===== src/hdl/ftt_pkg.sv =====
`timescale 1ns / 1ps
`default_nettype none

package ftt_pkg;

   localparam int DEFAULT_TABLE_ENTRIES = 64;
   localparam int ENTRY_INDEX_W = 6;
   localparam int STATUS_W = 2;

   localparam logic CMD_ADD = 1'b0;
   localparam logic CMD_SEARCH = 1'b1;

   localparam logic [STATUS_W-1:0] ST_OK = 2'd0;
   localparam logic [STATUS_W-1:0] ST_MISS = 2'd1;
   localparam logic [STATUS_W-1:0] ST_FULL = 2'd2;

   typedef struct packed {
      logic [31:0] src_addr;
      logic [31:0] dst_addr;
      logic [15:0] src_port;
      logic [15:0] dst_port;
   } key_type;

   typedef struct packed {
      logic                     valid;
      logic                     hit;
      logic [ENTRY_INDEX_W-1:0] index;
      key_type                  key;
   } probe_type;

endpackage

`default_nettype wire


===== src/hdl/ftt_cell.sv =====
`timescale 1ns / 1ps
`default_nettype none

module ftt_cell
   import ftt_pkg::*;
#(
   parameter int CNT_W = 7,
   parameter int CELL_ID = 0
) (
   input  wire logic             clock,
   input  wire logic             reset,
   input  wire logic [CNT_W-1:0] count,
   input  wire logic             wr_en,
   input  wire key_type          wr_key,
   input  wire probe_type        probe_in,
   output probe_type             probe_out
);

   key_type   key_ff;
   probe_type probe_ff;
   probe_type probe_in_next;
   logic      occupied;
   logic      match;

   assign occupied = count > CNT_W'(CELL_ID);
   assign match    = occupied && (key_ff == probe_in.key);

   always_comb begin
      probe_in_next = probe_in;
      if (!probe_in.hit && match) begin
         probe_in_next.hit   = 1'b1;
         probe_in_next.index = ENTRY_INDEX_W'(CELL_ID);
      end
   end

   // key slot, written only when this cell is the next free one
   always_ff @(posedge clock) begin
      if (wr_en && (count == CNT_W'(CELL_ID))) begin
         key_ff <= wr_key;
      end
   end

   always_ff @(posedge clock) begin
      if (reset) begin
         probe_ff.valid <= 1'b0;
      end else begin
         probe_ff.valid <= probe_in_next.valid;
      end
      probe_ff.hit   <= probe_in_next.hit;
      probe_ff.index <= probe_in_next.index;
      probe_ff.key   <= probe_in_next.key;
   end

   assign probe_out = probe_ff;

endmodule

`default_nettype wire


===== config.mk =====
export PLATFORM = sky130hd
export DESIGN_NAME = ftt_cell
export DESIGN_NICKNAME = d
export VERILOG_FILES = /design/src/hdl/ftt_pkg.sv /design/src/hdl/ftt_cell.sv
export SDC_FILE = /design/constraint.sdc
export NUM_CORES = 1
export LEC_CHECK = 0
export BUFFER_PORTS_ARGS = -buffer_cell sky130_fd_sc_hd__buf_2
export CAP_MARGIN = 20
export CORE_MARGIN = 3
export CORE_UTILIZATION = 45
export DETAILED_ROUTE_END_ITERATION = 8
export GPL_TIMING_DRIVEN = 0
export PLACE_DENSITY = 0.8
export SLEW_MARGIN = 25
export SYNTH_ARGS = -nofsm -noshare
export SYNTH_HDL_FRONTEND = slang
export SYNTH_SLANG_ARGS = --single-unit
export TNS_END_PERCENT = 20

===== constraint.sdc =====
create_clock -name clock -period 6.6 [get_ports clock]
set_input_delay 1.32 -clock clock [delete_from_list [all_inputs] [get_ports clock]]
set_output_delay 1.32 -clock clock [all_outputs]
set_load 0.01 [all_outputs]

Word level (Yosys, flattened, before mapping) --
Cells that the tools add are included.
Word-level totals: bits in registers 200, latch bits 0, memory bits (writable) 0, bits in read-only memories 0, input bits 210, output and inout bits 104, word-level logic and storage cells 18, memories 0
Operators by class: add/sub/neg operators 0, $mul 0, div/mod/pow operators 0, order comparisons 1, eq/ne operators 1, shift-type cells 0, mux-type cells 0, bitwise logic cells 0, reduce and logical (&&, ||, !) cells 5
Operators with widths (number):
- == test 96 bit | 1
- greater-than comparator 7 x 1 -> 1 bit (second input constant) | 1
- zero test 7 bit | 1
- logical AND 1 bit | 3
- zero test 1 bit | 1

Depth between registers and ports, before layout --
Gate-level depths: netlist of the first run.
depth in word-level cells 3, mapped depth 6, gate-level depth less buffers 5

Least setup slack after synthesis of the first run --
Ideal clock, no wire load.
kind input -> register, from in count[1], to reg key_ff[0] in the netlist's numbering (enable), library setup time 0.465 ns, arrival 4.324 ns, data required time 6.135 ns, path slack 1.811 ns, cell stages on the path 3, path buffers 0, cells stage by stage or4_1 > nor4_1 > and2_1
Between the ends: longest elaborated chain between the ends 2
Ends and longest elaborated chain:
- start, declared | RTL line ftt_cell.sv:12 | input wire logic [CNT_W-1:0] count,
- zero test 7 bit | RTL line ftt_cell.sv:38 | if (wr_en && (count == CNT_W'(CELL_ID))) begin
- logical AND 1 bit | RTL line ftt_cell.sv:38
- end signal, assigned | RTL line ftt_cell.sv:39 | key_ff <= wr_key;
- end, declared | RTL line ftt_cell.sv:19 | key_type key_ff;
No other way between the ends. A chain may end at the register's enable or synchronous reset.

Worst setup path after layout of the first run --
from in count[1], to reg key_ff[12] in the netlist's numbering (enable)
Same word-level chain as after synthesis.

==> results_tabular.tex, run 1 <==
\begin{tabular}{lr}
\hline
Metric & Value \\
\hline
\multicolumn{2}{l}{\textbf{Status}} \\
\quad Run status & completed \\
\multicolumn{2}{l}{\textbf{Hold path}} \\
\quad Hold Crit Start & key\_ff[33] \\
\quad Endpoint with the worst hold slack & probe\_out[102] \\
\quad Hold crit path type & flip-flop to flip-flop \\
\quad Cell depth of the worst hold path & 4 \\
\multicolumn{2}{l}{\textbf{Timing}} \\
\quad Worst Tran Pin Value & 618 ps \\
\quad Minimum period implied by the final worst setup slack & 3080 ps \\
\quad Max transition margin & 58.8\% \\
\quad Top achievable clock speed & 0.325 GHz \\
\quad Final TNS setup & 0 ps \\
\quad Fin Clk Skew & 11.6 ps \\
\quad RSZ-0062 raised after global routing & false \\
\quad Setup WS post-layout & 3520 ps \\
\quad Endpoints failing hold & 0 \\
\quad Share of the clock period used by the worst path after layout & 46.6\% \\
\quad Final Max Tran Viols & 0 \\
\quad Setup violation total in the final timing report & 0 \\
\quad Worst slack on hold paths & 922 ps \\
\multicolumn{2}{l}{\textbf{Worst setup path}} \\
\quad Crit end category & flip-flop \\
\quad Worst Reg2Reg Path Length in Cells & 6 \\
\quad Critical Setup Path Class & input port to flip-flop \\
\quad Worst endpoint required time & 6700 ps \\
\quad Endpoint arrival time on the critical path & 3180 ps \\
\quad Worst reg2reg startpoint & key\_ff[55] \\
\quad Crit-path max FO & 53 \\
\quad Kind of start point of the critical path & input port \\
\quad Worst R2R End & probe\_out[101] \\
\quad Flop-to-flop setup slack & 4280 ps \\
\multicolumn{2}{l}{\textbf{Clock network}} \\
\quad Number of H-tree levels & 4 \\
\quad Cts repair resizes & 0 \\
\quad Clock transition at the registers of the reported paths & 70 ps \\
\quad Number of clock sinks seen by CTS & 200 \\
\quad Maximum root-to-sink buffer count & 2 \\
\quad Postcts setup bufs & 0 \\
\quad Hold buffer count at CTS & 0 \\
\quad Worst-Skew Late Latency & 430 ps \\
\quad Root Buffer Master & sky130\_fd\_sc\_hd\_\_clkbuf\_16 \\
\quad Number of buffers created by CTS & 17 \\
\quad Clock tree from TritonCTS & yes \\
\multicolumn{2}{l}{\textbf{Routing}} \\
\quad Routed length on met2 & 8.24 mm \\
\quad Number of optimization iterations in the first detailed-route pass & 4 \\
\quad DRC & 0 \\
\quad Detailed-route vias per instance & 4.68 \\
\quad Highest metal used & met5 \\
\quad Detailed-routing wirelength on met1 & 5.58 mm \\
\quad Number of design-rule violations left by the first detailed-router iteration & 185 \\
\quad Routed length per placed instance & 17.1 µm \\
\quad Routed wire length on met3 & 1.27 mm \\
\quad Routed wire length & 15.3 mm \\
\quad Count of vias placed by the detailed router & 4,196 \\
\quad Number of routed nets with antenna violations & 0 \\
\multicolumn{2}{l}{\textbf{Finish}} \\
\quad ANT cells & 0 \\
\quad Multi-input gate area & 1300 µm² \\
\quad Fraction of final layout cells sized beyond drive strength 1 & 49.8\% \\
\quad Area of all sequential standard cells & 4960 µm² \\
\quad Area growth, synth to finish & 38.3\% \\
\quad Final-stage net count & 918 \\
\quad Number of filler cells placed in the layout & 971 \\
\multicolumn{2}{l}{\textbf{Place}} \\
\quad Placed wire-length estimate & 12.3 mm \\
\quad Port buffer count & 313 \\
\quad Final weighted congestion in routability-driven placement & 0.926 \\
\quad Worst-case setup slack after placement & 3060 ps \\
\multicolumn{2}{l}{\textbf{Yosys}} \\
\quad Area share of the leading cell type in the synthesized netlist & 45.5\% \\
\quad Top area cells in the synthesized netlist & sky130\_fd\_sc\_hd\_\_edfxtp\_1, sky130\_fd\_sc\_hd\_\_dfxtp\_1, sky130\_fd\_sc\_hd\_\_xnor2\_1, sky130\_fd\_sc\_hd\_\_xor2\_1, sky130\_fd\_sc\_hd\_\_nand4\_1 \\
\quad Synth Net Count & 585 \\
\quad Synthesized instance count & 375 \\
\quad Fraction of the yosys area taken by sequential cells & 78.3\% \\
\quad Number of unique standard cell types used by synthesis & 32 \\
\quad Post-synthesis average cell area & 16.9 µm² \\
\quad Cell Area, Synth & 6340 µm² \\
\quad Largest area contributor in the synthesized netlist & sky130\_fd\_sc\_hd\_\_edfxtp\_1 \\
\quad Yosys warns & 0 \\
\quad Post-synthesis register bit count & 200 \\
\multicolumn{2}{l}{\textbf{Die}} \\
\quad Row Count & 42 \\
\quad Die width & 125 µm \\
\quad Die Area & 15,500 µm² \\
\quad Floorplan Core Area & 13,500 µm² \\
\quad Num ports & 314 \\
\quad Floorplan die height & 125 µm \\
\quad Initial core utilization & 46.9\% \\
\multicolumn{2}{l}{\textbf{Global route}} \\
\quad Initial antenna violation count & 1 \\
\quad Total GRT Usage & 19.5\% \\
\quad Global-route congestion overflow total & 0 \\
\quad Via count of the first global-routing pass & 4,566 \\
\quad First-pass GRT wire length & 23.4 mm \\
\quad Pin count of the biggest net entering global routing & 54 \\
\multicolumn{2}{l}{\textbf{Power and ir drop}} \\
\quad Internal Power & 2040 µW \\
\quad Reg power frac & 52.7\% \\
\quad Cell area power density & 291 nW/µm² \\
\quad VDD IR max & 169 µV \\
\quad Logic gate share of total power & 6.6\% \\
\quad Clock network fraction of design power & 40.7\% \\
\quad Fraction of power spent switching nets & 19.9\% \\
\quad Static leakage & 0.00374 µW \\
\quad Switching power & 508 µW \\
\multicolumn{2}{l}{\textbf{Job}} \\
\quad Number of maximum-capacitance violations & 0 \\
\hline
\end{tabular}
==> worst max-delay path by stage <==
| stage | from | endpoint | slack [ps] | cells after the start |
|---|---|---|---|---|
| 6_report | count[1] | key_ff[12] | 3520 | 5 |
| 5_1_grt | count[1] | key_ff[12] | 3410 | 5 |
| 4_1_cts | count[1] | key_ff[74] | 3520 | 5 |
| 3_5_place_dp | count[1] | key_ff[30] | 3060 | 5 |
| 3_3_place_gp | count[1] | key_ff[50] | 810 | 4 |
| 2_1_floorplan | count[1] | key_ff[0] | 1810 | 3 |
==> registers in the layout, indices dropped and copies added (netlist names) <==
name	cells
probe_out	104
key_ff	96
==> cells by family after synthesis <==
group | synth area share [%]
AND/OR/NAND/NOR | 6.81
flip-flops | 78.3
XOR/XNOR | 9.26
AO/OA/AOI/OAI | 4.46
buffers and inverters | 1.14
==> cells in the mapped netlist (all sizes together) <==
cell / n
a2111oi: 5
a21oi: 1
a221oi: 2
a222oi: 1
and2: 1
and2b: 3
buf: 1
dfxtp: 104
edfxtp: 96
inv: 18
nand2: 2
nand2b: 7
nand3: 2
nand4: 15
nor2b: 14
nor3: 1
nor4: 9
o2111a: 2
o2111ai: 4
o221a: 1
o22ai: 2
o2bb2ai: 1
o31a: 6
o31ai: 1
or2b: 7
or4: 2
xnor2: 50
xor2: 17
==> stage by stage <==
stage	instance area, µm²	total power, µW	utilization, %	std cells
after floorplan	6340	1420	-	375
after global placement	8130	1530	60.2	864
after detailed placement	8160	1540	60.4	865
after CTS	8760	2570	64.9	897
after global routing	8760	2640	64.9	897
final	8760	2550	64.9	897
==> critical path: stages <==
cell and delay, ps:
sky130_fd_sc_hd__buf_2 100, sky130_fd_sc_hd__or4_1 520, sky130_fd_sc_hd__nor4_1 280, sky130_fd_sc_hd__and2_4 600, sky130_fd_sc_hd__buf_16 320
==> power by group through the flow <==
| stage | clock network [µW] | registers (µW) | logic [µW] |
|---|---|---|---|
| final | 1040 | 1340 | 169 |
| after global routing | 1110 | 1340 | 183 |
| after global placement | 0 | 1370 | 166 |
| after detailed placement | 0 | 1370 | 170 |
| after floorplan | 0 | 1390 | 34.0 |
| after CTS | 1060 | 1340 | 171 |
==> layer usage <==
layer	vias to the layer above	global-route usage [%]
met1	1961	21.0
met4	2	6.19
met5	-	0
met2	200	35.8
met3	20	6.82
li1	2013	-
==> cell usage in the layout (no fill, tap or decap), types with 3 or more instances in the layout <==
cell	Yosys	final
sky130_fd_sc_hd__a2111oi_4	3	3
sky130_fd_sc_hd__o31a_1	6	6
sky130_fd_sc_hd__buf_2	1	314
sky130_fd_sc_hd__o2111ai_1	4	4
sky130_fd_sc_hd__xor2_1	17	17
sky130_fd_sc_hd__nor2b_4	3	3
sky130_fd_sc_hd__xnor2_1	50	50
sky130_fd_sc_hd__or2b_2	5	5
sky130_fd_sc_hd__clkbuf_8	0	7
sky130_fd_sc_hd__dfxtp_1	104	104
sky130_fd_sc_hd__nand4_1	15	15
sky130_fd_sc_hd__clkbuf_16	0	18
sky130_fd_sc_hd__nor4_1	9	9
sky130_fd_sc_hd__clkbuf_1	0	3
sky130_fd_sc_hd__nand2b_1	7	7
sky130_fd_sc_hd__nor2b_1	11	11
sky130_fd_sc_hd__inv_1	18	18
sky130_fd_sc_hd__edfxtp_1	96	96
==> cell type report <==
class / instances / area share [%]
flip-flops and latches: 200 / 56.6
clock buffers: 28 / 6.37
repair buffers: 314 / 18.2
plain buffers: 1 / 0.0571
clock inverters: 4 / 0.585
inverters: 18 / 0.771
well taps: 176 / 2.51
multi-input cells: 156 / 14.9
(Power assumes the default switching activity.)
==> run 2, diff against run 1 <==
--- a/config.mk
+++ b/config.mk
@@ -5,13 +5,14 @@
 export SDC_FILE = /design/constraint.sdc
 export NUM_CORES = 1
 export LEC_CHECK = 0
+export ABC_AREA = 1
 export BUFFER_PORTS_ARGS = -buffer_cell sky130_fd_sc_hd__buf_2
 export CAP_MARGIN = 20
 export CORE_MARGIN = 3
-export CORE_UTILIZATION = 45
+export CORE_UTILIZATION = 42
 export DETAILED_ROUTE_END_ITERATION = 8
 export GPL_TIMING_DRIVEN = 0
-export PLACE_DENSITY = 0.8
+export PLACE_DENSITY = 0.77
 export SLEW_MARGIN = 25
 export SYNTH_ARGS = -nofsm -noshare
 export SYNTH_HDL_FRONTEND = slang
==> constraint.sdc (replaced) <==
create_clock -name clock -period 2.7 [get_ports clock]
set_input_delay 0.54 -clock clock [delete_from_list [all_inputs] [get_ports clock]]
set_output_delay 0.54 -clock clock [all_outputs]
set_load 0.01 [all_outputs]
==> results_tabular.tex, run 2 <==
\begin{tabular}{lr}
\hline
Metric & Value \\
\hline
\multicolumn{2}{l}{\textbf{Status}} \\
\quad Run status & completed (unchanged) \\
\multicolumn{2}{l}{\textbf{Timing}} \\
\quad Worst Tran Pin Value & 517 ps (was 618 ps) \\
\quad Final TNS setup & 0 ps (unchanged) \\
\quad Share of the clock period used by the worst path after layout & 66.0\% \\
\quad Minimum period implied by the final worst setup slack & 1780 ps \\
\quad Endpoints failing hold & 0 (unchanged) \\
\quad RSZ-0062 raised after global routing & false (unchanged) \\
\quad Final Max Tran Viols & 0 (unchanged) \\
\quad Setup violation total in the final timing report & 0 (unchanged) \\
\quad Fin Clk Skew & 7.20 ps (was 11.6 ps) \\
\quad Max transition margin & 65.5\% (was 58.8\%) \\
\quad Top achievable clock speed & 0.561 GHz \\
\multicolumn{2}{l}{\textbf{Yosys}} \\
\quad Fraction of the mapped netlist area in simple logic gates & 16.9\% (was 6.81\%) \\
\quad Yosys warns & 0 (unchanged) \\
\quad Area share of the leading cell type in the synthesized netlist & 41.6\% (was 45.5\%) \\
\quad Fraction of the yosys area taken by sequential cells & 71.7\% (was 78.3\%) \\
\quad Cell Area, Synth & 6920 µm² (was 6340 µm²) \\
\quad Synthesized instance count & 683 (was 375) \\
\quad Post-synthesis average cell area & 10.1 µm² (was 16.9 µm²) \\
\quad Number of unique standard cell types used by synthesis & 15 (was 32) \\
\quad Dominant combinational cell family by area after synthesis & simple AND/OR/NAND/NOR gates (was XOR/XNOR gates) \\
\quad Top area cells in the synthesized netlist & sky130\_fd\_sc\_hd\_\_edfxtp\_1, sky130\_fd\_sc\_hd\_\_dfxtp\_1, sky130\_fd\_sc\_hd\_\_nand2\_1, sky130\_fd\_sc\_hd\_\_inv\_1, sky130\_fd\_sc\_hd\_\_nor2\_1 (was sky130\_fd\_sc\_hd\_\_edfxtp\_1, sky130\_fd\_sc\_hd\_\_dfxtp\_1, sky130\_fd\_sc\_hd\_\_xnor2\_1, sky130\_fd\_sc\_hd\_\_xor2\_1, sky130\_fd\_sc\_hd\_\_nand4\_1) \\
\quad Area share of xor/xnor cells in the synthesized design & 2.40\% (was 9.26\%) \\
\quad Multiplexer fraction of the synthesized cell area & 0\% (unchanged) \\
\quad Post-synthesis register bit count & 200 (unchanged) \\
\quad Most used flip-flop cell after synthesis & sky130\_fd\_sc\_hd\_\_dfxtp\_1 (unchanged) \\
\quad Fraction of the mapped netlist area in compound gates & 1.01\% (was 4.46\%) \\
\quad Async set or reset register ratio after synthesis & 0\% (unchanged) \\
\quad Synth Net Count & 893 (was 585) \\
\quad Top-count cell post-synth & sky130\_fd\_sc\_hd\_\_nand2\_1 (was sky130\_fd\_sc\_hd\_\_dfxtp\_1) \\
\quad Ranking of synthesized cells by instance count & sky130\_fd\_sc\_hd\_\_nand2\_1, sky130\_fd\_sc\_hd\_\_inv\_1, sky130\_fd\_sc\_hd\_\_dfxtp\_1 (was sky130\_fd\_sc\_hd\_\_dfxtp\_1, sky130\_fd\_sc\_hd\_\_edfxtp\_1, sky130\_fd\_sc\_hd\_\_xnor2\_1) \\
\quad Area share of fa/ha/maj cells after synthesis & 0\% (unchanged) \\
\quad Largest area contributor in the synthesized netlist & sky130\_fd\_sc\_hd\_\_edfxtp\_1 (unchanged) \\
\quad Post-synth EDFFs & 96 (unchanged) \\
\multicolumn{2}{l}{\textbf{Die}} \\
\quad Floorplan Core Area & 16,000 µm² (was 13,500 µm²) \\
\quad Die width & 134 µm (was 125 µm) \\
\quad Initial core utilization & 43.3\% (was 46.9\%) \\
\quad Num ports & 314 (unchanged) \\
\quad Floorplan die height & 134 µm (was 125 µm) \\
\quad Die Area & 18,100 µm² (was 15,500 µm²) \\
\quad Row Count & 46 (was 42) \\
\multicolumn{2}{l}{\textbf{Worst setup path}} \\
\quad Crit end category & flip-flop (unchanged) \\
\quad Flop-to-flop setup slack & 1170 ps (was 4280 ps) \\
\quad Startpoint of the worst setup timing path & count[5] (was count[1]) \\
\quad Worst Reg2Reg Path Length in Cells & 10 (was 6) \\
\quad Crit-path max FO & 15 (was 53) \\
\quad Endpoint of the worst setup timing path & key\_ff[88] (was key\_ff[12]) \\
\quad Worst reg2reg startpoint & key\_ff[21] (was key\_ff[55]) \\
\quad Worst R2R End & probe\_out[101] (unchanged) \\
\quad Endpoint arrival time on the critical path & 1910 ps (was 3180 ps) \\
\quad Kind of start point of the critical path & input port (unchanged) \\
\quad Critical Setup Path Class & input port to flip-flop (unchanged) \\
\quad Worst endpoint required time & 2830 ps (was 6700 ps) \\
\multicolumn{2}{l}{\textbf{Clock network}} \\
\quad Worst-Skew Late Latency & 430 ps (about the same) \\
\quad Root Buffer Master & sky130\_fd\_sc\_hd\_\_clkbuf\_16 (unchanged) \\
\quad Clock tree from TritonCTS & yes (unchanged) \\
\quad Postcts setup bufs & 0 (unchanged) \\
\quad Maximum root-to-sink buffer count & 2 (unchanged) \\
\quad Hold buffer count at CTS & 0 (unchanged) \\
\quad Number of H-tree levels & 4 (unchanged) \\
\quad Number of clock sinks seen by CTS & 200 (unchanged) \\
\quad Number of buffers created by CTS & 17 (unchanged) \\
\quad Cts repair resizes & 0 (unchanged) \\
\quad Clock transition at the registers of the reported paths & 70 ps (about the same) \\
\multicolumn{2}{l}{\textbf{Finish}} \\
\quad Fraction of final layout cells sized beyond drive strength 1 & 34.5\% (was 49.8\%) \\
\quad Final-stage net count & 1,232 (was 918) \\
\quad Fraction of the core area covered by cells at the end of the flow & 59.2\% (was 64.9\%) \\
\quad ANT cells & 0 (unchanged) \\
\quad Area growth, synth to finish & 36.9\% (was 38.3\%) \\
\quad Commonest non-fill, non-tap cells in the layout & sky130\_fd\_sc\_hd\_\_buf\_2, sky130\_fd\_sc\_hd\_\_nand2\_1, sky130\_fd\_sc\_hd\_\_inv\_1, sky130\_fd\_sc\_hd\_\_dfxtp\_1, sky130\_fd\_sc\_hd\_\_edfxtp\_1 (was sky130\_fd\_sc\_hd\_\_buf\_2, sky130\_fd\_sc\_hd\_\_dfxtp\_1, sky130\_fd\_sc\_hd\_\_edfxtp\_1, sky130\_fd\_sc\_hd\_\_xnor2\_1) \\
\quad Most common cell after layout, fill and taps aside & sky130\_fd\_sc\_hd\_\_buf\_2 (unchanged) \\
\quad Max FFs per register & 104 (unchanged) \\
\multicolumn{2}{l}{\textbf{Global route}} \\
\quad Pin count of the biggest net entering global routing & 19 (was 54) \\
\quad Global-route congestion overflow total & 0 (unchanged) \\
\quad First-pass GRT wire length & 25.0 mm (was 23.4 mm) \\
\quad Total GRT Usage & 18.1\% (was 19.5\%) \\
\quad Via count of the first global-routing pass & 5,224 (was 4,566) \\
\quad Initial antenna violation count & 3 (was 1) \\
\multicolumn{2}{l}{\textbf{Routing}} \\
\quad Number of routed nets with antenna violations & 0 (unchanged) \\
\quad Count of vias placed by the detailed router & 5,307 (was 4,196) \\
\quad DRC & 0 (unchanged) \\
\quad Routed wire length & 16.5 mm (was 15.3 mm) \\
\quad Number of design-rule violations left by the first detailed-router iteration & 149 (was 185) \\
\quad Number of optimization iterations in the first detailed-route pass & 4 (unchanged) \\
\quad Routed length per placed instance & 13.2 µm (was 17.1 µm) \\
\quad Detailed-route vias per instance & 4.24 (was 4.68) \\
\multicolumn{2}{l}{\textbf{Place}} \\
\quad Final weighted congestion in routability-driven placement & 0.806 (was 0.926) \\
\quad Placed wire-length estimate & 13.6 mm (was 12.3 mm) \\
\quad Port buffer count & 313 (unchanged) \\
\multicolumn{2}{l}{\textbf{Power and ir drop}} \\
\quad Static leakage & 0.00485 µW (was 0.00374 µW) \\
\quad VDD IR max & 401 µV (was 169 µV) \\
\quad Cell area power density & 661 nW/µm² (was 291 nW/µm²) \\
\multicolumn{2}{l}{\textbf{Job}} \\
\quad Number of maximum-capacitance violations & 0 (unchanged) \\
\multicolumn{2}{l}{\textbf{Hold path}} \\
\quad Hold crit path type & input port to flip-flop (was flip-flop to flip-flop) \\
\hline
\end{tabular}
## run 2: changes by cell type after synthesis, sizes merged, moves of 14 or more
cell	delta
nand2	+210
inv	+129
nor2	+82
xnor2	-34
nor2b	-14
xor2	-14
## run 2: final cells by class
class	count	area [µm²]
clock buffer	18	429
clock inverter	14	165
fill	1367	6520
inverter	147	552
multi-input combinational	336	1440
sequential	200	4960
tap	216	270
timing repair buffer	320	1660
## run 2: kinds of logic (layout without fill, tap and decap cells)
logic type	Yosys count	in the layout
AO/OA/AOI/OAI	13	13
flip-flops	200	200
AND/OR/NAND/NOR	304	304
buffers and inverters	147	499
XOR/XNOR	19	19
## run 2: worst min-delay path by stage
stage                       startpoint             to  slack (ps)  depth (start not counted)
after floorplan            probe_in[0]   probe_out[0]         570                          0
after global placement    probe_in[21]  probe_out[21]         660                          1
after detailed placement  probe_in[12]  probe_out[12]         660                          1
after CTS                 probe_in[12]  probe_out[12]         210                          1
after global routing      probe_in[12]  probe_out[12]         210                          1
final                     probe_in[12]  probe_out[12]         230                          1
## run 2: through the flow
stage / std cells / hold slack, ps / setup slack, ps / total power [µW] / area (µm²)
floorplan: 683 / 568 / -900 / 3500 / 6960
detailed placement: 1219 / 660 / 451 / 3790 / 8880
global placement: 1212 / 658 / -2110 / 3780 / 8790
CTS: 1251 / 207 / 916 / 6330 / 9480
finish: 1251 / 228 / 917 / 6270 / 9480
global route: 1251 / 211 / 836 / 6490 / 9480
## run 2: worst max-delay path: stages
cell,delay (ps)
sky130_fd_sc_hd__buf_2,110
sky130_fd_sc_hd__nor2_4,90
sky130_fd_sc_hd__nand2_2,80
sky130_fd_sc_hd__nor3b_4,480
sky130_fd_sc_hd__buf_8,230
sky130_fd_sc_hd__buf_8,170
sky130_fd_sc_hd__buf_6,190
## run 2: routing by layer
layer	up-vias	global-route usage [%]	part of all wire, %
li1	2734	-	-
met2	211	31.3	50
met5	-	0	0.26
met4	6	8.37	3.2
met1	2306	20.1	38
met3	50	5.96	8.4
## run 2: power by group
part	leakage [µW]	total [µW]	switching [µW]	internal [µW]
Combinational	0.00283	437	225	213
Sequential	0.00174	3280	19.1	3260
Clock	0.000278	2550	1160	1390
Total	0.00485	6270	1400	4860
